[src/hdl/nrb_pkg.sv]
// ----------------------------------------------------------------------------
// nrb_pkg: shared types and constants for the n-gram repeat ban block
// Token width, control structs and sequencer states used by the cell chain,
// the result stage and the top level.
// ----------------------------------------------------------------------------
`default_nettype none

package nrb_pkg;

  localparam int unsigned TokW       = 18;
  localparam int unsigned NgramW     = 4;
  localparam int unsigned MaxStepsDef = 64;
  localparam logic [NgramW-1:0] NgramRst = 4'd3;

  typedef logic [TokW-1:0] tok_t;

  // per-cycle command broadcast to every cell
  typedef struct packed {
    logic shift;  // move tokens and hits one cell up
    logic init;   // load window copy and window-valid flag
    logic cmp;    // compare window copy with key, advance copy
  } cell_ctrl_t;

  // request to the result stage
  typedef struct packed {
    logic push;   // a banned token is offered
    logic fin;    // close the row
  } res_req_t;

  // answer of the result stage
  typedef struct packed {
    logic push_ok;
    logic fin_ok;
  } res_sts_t;

  typedef enum logic [4:0] {
    ST_LOAD = 5'b00001,
    ST_INIT = 5'b00010,
    ST_CMP  = 5'b00100,
    ST_SCAN = 5'b01000,
    ST_DONE = 5'b10000
  } state_e;

endpackage

`default_nettype wire

[src/hdl/nrb_cell.sv]
// ----------------------------------------------------------------------------
// nrb_cell: one token cell of the ban chain
// Holds one stored token, a sliding copy of a later token for the key compare
// and a hit flag that marks its token as banned.
// ----------------------------------------------------------------------------
`default_nettype none

module nrb_cell #(
  parameter int unsigned CellIdx = 0,
  parameter int unsigned LimW    = 8
) (
  input  wire                  clk_i,
  input  wire                  rst_ni,
  input  nrb_pkg::cell_ctrl_t  ctrl_i,
  input  nrb_pkg::tok_t        key_i,
  input  wire                  win_ok_i,
  input  wire [LimW-1:0]       win_top_i,
  input  nrb_pkg::tok_t        prev_tok_i,
  input  wire                  prev_hit_i,
  input  nrb_pkg::tok_t        next_tok_i,
  input  nrb_pkg::tok_t        next_win_i,
  output nrb_pkg::tok_t        tok_o,
  output nrb_pkg::tok_t        win_o,
  output logic                 hit_o
);

  nrb_pkg::tok_t tok_q, tok_d;
  nrb_pkg::tok_t win_q, win_d;
  logic          hit_q, hit_d;
  logic          in_range;

  assign in_range = win_ok_i && (LimW'(CellIdx) <= win_top_i);

  always_comb begin
    tok_d = tok_q;
    win_d = win_q;
    hit_d = hit_q;
    if (ctrl_i.init) begin
      win_d = next_tok_i;
      hit_d = in_range;
    end else if (ctrl_i.cmp) begin
      win_d = next_win_i;
      hit_d = hit_q && (win_q == key_i);
    end else if (ctrl_i.shift) begin
      tok_d = prev_tok_i;
      hit_d = prev_hit_i;
    end
  end

  always_ff @(posedge clk_i or negedge rst_ni) begin
    if (!rst_ni) begin
      hit_q <= 1'b0;
    end else begin
      hit_q <= hit_d;
    end
  end

  always_ff @(posedge clk_i) begin
    tok_q <= tok_d;
    win_q <= win_d;
  end

  assign tok_o = tok_q;
  assign win_o = win_q;
  assign hit_o = hit_q;

endmodule

`default_nettype wire

[src/hdl/nrb_res.sv]
// ----------------------------------------------------------------------------
// nrb_res: result stage of the ban chain
// Holds one banned token back so the final beat of a row carries last, and
// drives the registered output channel.
// ----------------------------------------------------------------------------
`default_nettype none

module nrb_res (
  input  wire                clk_i,
  input  wire                rst_ni,
  input  nrb_pkg::res_req_t  req_i,
  input  nrb_pkg::tok_t      tok_i,
  output nrb_pkg::res_sts_t  sts_o,
  output logic               out_valid_o,
  input  wire                out_ready_i,
  output nrb_pkg::tok_t      ban_tok_o,
  output logic               has_ban_o,
  output logic               last_result_o
);

  logic          pend_vld_q, pend_vld_d;
  nrb_pkg::tok_t pend_tok_q;
  logic          out_vld_q, out_vld_d;
  nrb_pkg::tok_t out_tok_q;
  logic          out_has_q;
  logic          out_last_q;
  logic          out_free;
  logic          push_go;
  logic          fin_go;
  logic          out_load;

  assign out_free      = !out_vld_q || out_ready_i;
  assign sts_o.push_ok = !pend_vld_q || out_free;
  assign sts_o.fin_ok  = out_free;
  assign push_go       = req_i.push && sts_o.push_ok;
  assign fin_go        = req_i.fin && out_free;
  assign out_load      = (push_go && pend_vld_q) || fin_go;

  always_comb begin
    pend_vld_d = pend_vld_q;
    if (push_go) begin
      pend_vld_d = 1'b1;
    end else if (fin_go) begin
      pend_vld_d = 1'b0;
    end
    out_vld_d = out_vld_q && !out_ready_i;
    if (out_load) begin
      out_vld_d = 1'b1;
    end
  end

  always_ff @(posedge clk_i or negedge rst_ni) begin
    if (!rst_ni) begin
      pend_vld_q <= 1'b0;
      out_vld_q  <= 1'b0;
    end else begin
      pend_vld_q <= pend_vld_d;
      out_vld_q  <= out_vld_d;
    end
  end

  always_ff @(posedge clk_i) begin
    if (push_go) begin
      pend_tok_q <= tok_i;
    end
    if (out_load) begin
      out_tok_q  <= pend_vld_q ? pend_tok_q : '0;
      out_has_q  <= pend_vld_q;
      out_last_q <= fin_go;
    end
  end

  assign out_valid_o    = out_vld_q;
  assign ban_tok_o      = out_tok_q;
  assign has_ban_o      = out_has_q;
  assign last_result_o  = out_last_q;

endmodule

`default_nettype wire

[src/hdl/no_repeat_ngram_ban.sv]
// ----------------------------------------------------------------------------
// no_repeat_ngram_ban: n-gram repeat ban for one beam row at a time
// Tokens shift into a chain of cells; after the last token the chain matches
// every earlier window against the key and streams out the banned tokens.
// ----------------------------------------------------------------------------
//  channel | direction | handshake               | payload
//  in      | sink      | in_valid_i/in_ready_o   | token_i, last_i
//  out     | source    | out_valid_o/out_ready_i | ban_tok_o, has_ban_o,
//          |           |                         | last_result_o
//  cfg     | sink      | cfg_valid_i/cfg_ready_o | ngram_size_i
//
//  Tokens load at one beat per cycle. After the last token the row runs an
//  init step, the compare sweep and the scan that shifts every cell past the
//  top of the chain, then closes the row; a stalled output holds the scan and
//  the close. Input is not taken until the row's final beat is queued.
//  Reset clears the control state and the token count; cell tokens are kept.
// ----------------------------------------------------------------------------
`default_nettype none

module no_repeat_ngram_ban #(
  parameter int unsigned MaxSteps = nrb_pkg::MaxStepsDef
) (
  input  wire                         clk_i,
  input  wire                         rst_ni,
  input  wire                         in_valid_i,
  output logic                        in_ready_o,
  input  wire [nrb_pkg::TokW-1:0]     token_i,
  input  wire                         last_i,
  output logic                        out_valid_o,
  input  wire                         out_ready_i,
  output logic [nrb_pkg::TokW-1:0]    ban_tok_o,
  output logic                        has_ban_o,
  output logic                        last_result_o,
  input  wire                         cfg_valid_i,
  output logic                        cfg_ready_o,
  input  wire [nrb_pkg::NgramW-1:0]   ngram_size_i
);

  localparam int unsigned CntW     = $clog2(MaxSteps + 1);
  localparam int unsigned IdxW     = $clog2(MaxSteps);
  localparam int unsigned CmpW     = ((CntW > nrb_pkg::NgramW) ? CntW : nrb_pkg::NgramW) + 1;
  localparam int unsigned KeyCells = (MaxSteps < 15) ? MaxSteps : 15;

  nrb_pkg::state_e            state_q, state_d;
  logic [CntW-1:0]            count_q, count_d;
  logic [nrb_pkg::NgramW-1:0] m_q, m_d;
  logic [IdxW-1:0]            sc_q, sc_d;
  logic [nrb_pkg::NgramW-1:0] ngram_size_q;
  logic [nrb_pkg::NgramW-1:0] n_eff;
  logic [CmpW-1:0]            count_ext;
  logic [CmpW-1:0]            n_ext;
  logic                       win_ok;
  logic [CmpW-1:0]            win_top;
  logic                       in_fire;
  logic                       top_hit;
  nrb_pkg::tok_t              key;
  nrb_pkg::cell_ctrl_t        cell_ctrl;
  nrb_pkg::res_req_t          res_req;
  nrb_pkg::res_sts_t          res_sts;

  nrb_pkg::tok_t              tok [MaxSteps];
  nrb_pkg::tok_t              win [MaxSteps];
  logic                       hit [MaxSteps];

  assign cfg_ready_o = (state_q == nrb_pkg::ST_LOAD);

  always_ff @(posedge clk_i or negedge rst_ni) begin
    if (!rst_ni) begin
      ngram_size_q <= nrb_pkg::NgramRst;
    end else if (cfg_valid_i && cfg_ready_o) begin
      ngram_size_q <= ngram_size_i;
    end
  end

  assign n_eff     = (ngram_size_q == '0) ? nrb_pkg::NgramW'(1) : ngram_size_q;
  assign count_ext = CmpW'(count_q);
  assign n_ext     = CmpW'(n_eff);
  assign win_ok    = count_ext >= n_ext;
  assign win_top   = count_ext - n_ext;

  assign in_ready_o = (state_q == nrb_pkg::ST_LOAD);
  assign in_fire    = in_valid_i && in_ready_o;
  assign top_hit    = hit[MaxSteps-1];

  always_comb begin
    key = '0;
    for (int k = 0; k < KeyCells; k++) begin
      if (m_q == nrb_pkg::NgramW'(k)) begin
        key = tok[k];
      end
    end
  end

  always_comb begin
    state_d   = state_q;
    count_d   = count_q;
    m_d       = m_q;
    sc_d      = sc_q;
    cell_ctrl = '0;
    res_req   = '0;
    case (state_q)
      nrb_pkg::ST_LOAD: begin
        if (in_fire) begin
          if (count_q < CntW'(MaxSteps)) begin
            cell_ctrl.shift = 1'b1;
            count_d         = count_q + 1'b1;
          end
          if (last_i) begin
            state_d = nrb_pkg::ST_INIT;
          end
        end
      end
      nrb_pkg::ST_INIT: begin
        cell_ctrl.init = 1'b1;
        count_d        = '0;
        m_d            = '0;
        sc_d           = '0;
        state_d        = (n_eff == nrb_pkg::NgramW'(1)) ? nrb_pkg::ST_SCAN : nrb_pkg::ST_CMP;
      end
      nrb_pkg::ST_CMP: begin
        cell_ctrl.cmp = 1'b1;
        m_d           = m_q + 1'b1;
        if (m_q == n_eff - nrb_pkg::NgramW'(2)) begin
          state_d = nrb_pkg::ST_SCAN;
        end
      end
      nrb_pkg::ST_SCAN: begin
        res_req.push = top_hit;
        if (!top_hit || res_sts.push_ok) begin
          cell_ctrl.shift = 1'b1;
          sc_d            = sc_q + 1'b1;
          if (sc_q == IdxW'(MaxSteps - 1)) begin
            state_d = nrb_pkg::ST_DONE;
          end
        end
      end
      nrb_pkg::ST_DONE: begin
        res_req.fin = 1'b1;
        if (res_sts.fin_ok) begin
          state_d = nrb_pkg::ST_LOAD;
        end
      end
      default: begin
        state_d = nrb_pkg::ST_LOAD;
      end
    endcase
  end

  always_ff @(posedge clk_i or negedge rst_ni) begin
    if (!rst_ni) begin
      state_q <= nrb_pkg::ST_LOAD;
      count_q <= '0;
      m_q     <= '0;
      sc_q    <= '0;
    end else begin
      state_q <= state_d;
      count_q <= count_d;
      m_q     <= m_d;
      sc_q    <= sc_d;
    end
  end

  for (genvar j = 0; j < MaxSteps; j++) begin : g_cell
    nrb_pkg::tok_t prev_tok;
    logic          prev_hit;
    nrb_pkg::tok_t next_tok;
    nrb_pkg::tok_t next_win;

    if (j == 0) begin : g_first
      assign prev_tok = token_i;
      assign prev_hit = 1'b0;
    end else begin : g_mid
      assign prev_tok = tok[j-1];
      assign prev_hit = hit[j-1];
    end

    if (j == MaxSteps - 1) begin : g_top
      assign next_tok = '0;
      assign next_win = '0;
    end else begin : g_below
      assign next_tok = tok[j+1];
      assign next_win = win[j+1];
    end

    nrb_cell #(
      .CellIdx (j),
      .LimW    (CmpW)
    ) u_cell (
      .clk_i      (clk_i),
      .rst_ni     (rst_ni),
      .ctrl_i     (cell_ctrl),
      .key_i      (key),
      .win_ok_i   (win_ok),
      .win_top_i  (win_top),
      .prev_tok_i (prev_tok),
      .prev_hit_i (prev_hit),
      .next_tok_i (next_tok),
      .next_win_i (next_win),
      .tok_o      (tok[j]),
      .win_o      (win[j]),
      .hit_o      (hit[j])
    );
  end

  nrb_res u_res (
    .clk_i          (clk_i),
    .rst_ni         (rst_ni),
    .req_i          (res_req),
    .tok_i          (tok[MaxSteps-1]),
    .sts_o          (res_sts),
    .out_valid_o    (out_valid_o),
    .out_ready_i    (out_ready_i),
    .ban_tok_o      (ban_tok_o),
    .has_ban_o      (has_ban_o),
    .last_result_o  (last_result_o)
  );

  a_count_bound: assert property (@(posedge clk_i) disable iff (!rst_ni)
    count_q <= CntW'(MaxSteps))
    else $error("token count above chain depth");

  a_none_is_last: assert property (@(posedge clk_i) disable iff (!rst_ni)
    (out_valid_o && !has_ban_o) |-> last_result_o)
    else $error("none beat without last");

  a_scan_hold: assert property (@(posedge clk_i) disable iff (!rst_ni)
    (state_q == nrb_pkg::ST_SCAN && top_hit && !res_sts.push_ok) |=> $stable(sc_q))
    else $error("scan advanced over a blocked hit");

  a_row_close: assert property (@(posedge clk_i) disable iff (!rst_ni)
    (state_q == nrb_pkg::ST_DONE && res_sts.fin_ok) |=> (in_ready_o && count_q == '0))
    else $error("row close did not return to load");

endmodule

`default_nettype wire
[config.mk]
export PLATFORM = sky130hd
export DESIGN_NAME = no_repeat_ngram_ban
export DESIGN_NICKNAME = d
export VERILOG_FILES = /design/src/hdl/nrb_pkg.sv /design/src/hdl/nrb_cell.sv /design/src/hdl/nrb_res.sv /design/src/hdl/no_repeat_ngram_ban.sv
export SDC_FILE = /design/constraint.sdc
export NUM_CORES = 2
export LEC_CHECK = 0
export BUFFER_PORTS_ARGS = -buffer_cell sky130_fd_sc_hd__buf_4
export CAP_MARGIN = 20
export CORE_AREA = 2 2 469 471
export DETAILED_ROUTE_END_ITERATION = 10
export DIE_AREA = 0 0 471 473
export HOLD_SLACK_MARGIN = 0.12
export PLACE_DENSITY = 0.63
export SYNTH_ARGS = -nofsm -noshare
export SYNTH_HDL_FRONTEND = slang
export SYNTH_SLANG_ARGS = --single-unit
export TNS_END_PERCENT = 1
[constraint.sdc]
create_clock -name clk_i -period 74.8 [get_ports clk_i]
set_clock_uncertainty 0.15 [all_clocks]
set_input_delay 3.74 -clock clk_i [delete_from_list [all_inputs] [get_ports clk_i]]
set_output_delay 3.74 -clock clk_i [all_outputs]
set_load 0.02 [all_outputs]
==> metrics.md <==
| Metric | Value |
|---|---|
| Outcome | `completed` |
| Number of synthesized flops with an enable pin | `2,324` |
| Slew Viols, Final | `0` |
| Share of layout cells above drive strength 1 | `0.0772` |
| Seq cells post-synth | `2,416` |
| Core ar. | `218,000 um2` |
| Final setup margin | `66,750 ps` |
| Tcrit/Tclk final | `0.108` |
| Most frequent cells in the layout | `nand2_1 (3,528), edfxtp_1 (2,324), xnor2_1 (453)` |
| Critical Path Source Type | `input port` |
| Most numerous cell on the critical path | `buf_4` |
| DRT antenna net count | `0` |
| Buf/Inv on CP | `5` |
| GRT Total Usage | `0.333` |
| Largest net degree at the start of global routing | `224` |
| FF-to-FF path depth | `13` |
| Final Instance Area | `120,000 um2` |
| Cell Chain, Critical Path | `buf_4 > nor3b_1 > nor2_4 > inv_8 > buf_4 > buf_4 > buf_4 > a21oi_1 > o22ai_1 > o31ai_1` |
| Commonest non-fill, non-tap cell in the layout | `nand2_1` |
| DP Worst Slack | `65,790 ps` |
| Crit path depth | `10` |
| Critical path class | `input port to flip-flop` |
| CTS Buffer Depth | `4` |
| Area of the multi-input gates | `33,900 um2` |
| HP Class | `flip-flop to flip-flop` |
| Finished Layout Cells | `12,422` |
| Fmax | `124 MHz` |
| Max Cap Violations | `0` |
| Final wirelength | `379 mm` |
| Seq/Total Area, Yosys | `0.664` |
| CP endpoint kind | `flip-flop` |
| HPWL after detailed placement | `241 mm` |
| Hold depth | `0` |
| Mapped Cells | `9,374` |
| YS warnings | `0` |
| Area grow syn2layout | `11.0%` |
| CTS Hold Bufs | `0` |
| Drt first pass iters | `9` |
| Initial core utilization | `0.497` |
| Worst rel slew slack | `0.141` |
| Worst-skew pair later-pin latency | `970 ps` |
| Setup TNS | `0 ps` |
| Worst Tran Pin Value | `1290 ps` |
| Initial DRC Count | `11,806` |
| Worst Path Required | `75,440 ps` |
| Top_reg_cell synth | `edfxtp_1` |
| Vias in the first global route | `74,039` |
| Tmin final | `8050 ps` |
| Nets | `9,392` |
| Row count | `172` |
| Slowest cell on the critical path | `buf_4` |
| # fillers | `18,429` |
| Cts bufs inserted | `281` |
| Dpl cell area | `112,000 um2` |
| CTS tree | `yes` |
| Die height | `473 um` |
| Routability congestion estimate | `0.979` |
| Yosys cell types | `111` |
| CP arrival | `8690 ps` |
| Gr ovfl total | `0` |
| Final setup violation count | `0` |
| Die area | `223,000 um2` |
| Avg Cell Area, Syn | `11.6 um2` |
| Vias | `77,367` |
| Unrepaired setup endpoints after global routing | `no` |
| Die width | `471 um` |
| Critical path's top delay family | `buffers and inverters` |
| Crit-path max FO | `100` |
| Async S/R FF share, synth | `0.0381` |
| # IOs | `51` |
| Post-Syn Area | `108,000 um2` |
| Mapped Nets | `9,414` |
| Hold Vio Cnt, Final | `0` |
| # resized after CTS | `0` |
| I/O Buffers | `50` |
| Sink Count | `2,416` |
| DR WL/cell | `30.5 um` |
| Placed insts | `11,933` |
| Post-CTS setup buffers | `0` |
| Clock Pin Slew Worst Setup and Hold Paths | `60 ps` |
| Vias per cell | `6.23` |
| Storage element area | `72,100 um2` |
| Clock root buffer | `clkbuf_16` |
| Largest stage delay, worst path | `960 ps` |
| First-pass GRT wire length | `538 mm` |
| DRC | `0` |
| Worst R2R Setup Slack | `67,730 ps` |
| H-tree levels | `5` |
| Antenna violations before repair | `25` |
-- state kept, by name, indices dropped and copies added, names as in the netlist, 4 cells and up --
register and flops:
u_res.ban_tok_o 18, g_cell.u_cell.win_o 1134, ngram_size_q 4, g_cell.u_cell.hit_o 64, m_q 4, count_q 7, g_cell.u_cell.tok_o 1152, sc_q 6
state_q 5, u_res.pend_tok_q 18
-- stage by stage --
step,util,hold WS [ps]
global placement,0.512,278
CTS,0.551,250
floorplan,-,267
detailed placement,0.512,276
global route,0.552,265
finish,0.552,257
-- kinds of logic after synthesis --
logic type / count (synthesis) / synth area share
simple gates: 4324 / 0.163
xor+xnor: 830 / 0.0670
fa+ha+maj: 12 / 0.00145
buf+inv: 598 / 0.0258
flops: 2416 / 0.664
mux: 17 / 0.00171
compound gates: 1177 / 0.0771
-- path summary, 6_finish.rpt --
path,to,from
min in group asynchronous,g_cell[3].u_cell.hit_o,rst_ni
max,g_cell[1].u_cell.hit_o,in_valid_i
max reg2reg,g_cell[33].u_cell.hit_o,m_q[2]
min,g_cell[29].u_cell.tok_o[16],g_cell[28].u_cell.tok_o[16]
max in group asynchronous,g_cell[45].u_cell.hit_o,rst_ni
min reg2reg,g_cell[29].u_cell.tok_o[16],g_cell[28].u_cell.tok_o[16]
-- cell usage after synthesis, types with 18 or more instances --
cell type	count	share of area
nand4_1	112	0.0065
and3_1	21	0.0012
buf_6	31	0.0032
clkbuf_1	335	0.012
xnor2_1	453	0.037
o2111ai_1	69	0.0056
o221ai_1	25	0.0020
dfrtp_1	89	0.021
buf_2	118	0.0054
a31oi_1	19	0.0011
nand2_1	3529	0.12
a221oi_1	63	0.0051
or4_1	26	0.0018
o2bb2ai_1	27	0.0022
nor3_1	44	0.0020
o211ai_1	53	0.0037
a21o_1	18	0.0012
inv_1	50	0.0017
nand3_1	93	0.0043
nor2b_1	46	0.0027
buf_4	42	0.0029
o31ai_1	38	0.0026
nor4_1	57	0.0033
o21ai_0	225	0.010
a221o_1	26	0.0024
o22ai_1	68	0.0039
a21oi_1	233	0.011
nand3b_1	24	0.0017
a222oi_1	20	0.0018
buf_1	20	0.00069
a22oi_1	50	0.0035
edfxtp_1	2324	0.64
a211oi_1	32	0.0022
nand2b_1	18	0.0010
a2111oi_0	49	0.0040
xor2_1	377	0.030
and2_1	51	0.0029
nor2_1	237	0.0082
-- per-layer routing --
layer | GRT usage | up-vias | share of wire
met5 | 0 | - | 0.00020
met4 | 0.176 | 12 | 0.061
met3 | 0.0784 | 1102 | 0.11
met2 | 0.500 | 4994 | 0.44
met1 | 0.452 | 38207 | 0.39
li1 | - | 33052 | -
-- area by class of cell --
| type | count | area share |
|---|---|---|
| antenna | 7 | 0.000145 |
| clock buffer | 348 | 0.0619 |
| clock inverter | 127 | 0.00939 |
| inverter | 51 | 0.00171 |
| multi-input combinational | 6360 | 0.282 |
| sequential | 2416 | 0.598 |
| tap | 2871 | 0.0298 |
| timing repair buffer | 242 | 0.0168 |
Power is not shown: default switching activity piles up to over one toggle a cycle in this logic, so the estimate is an artifact.
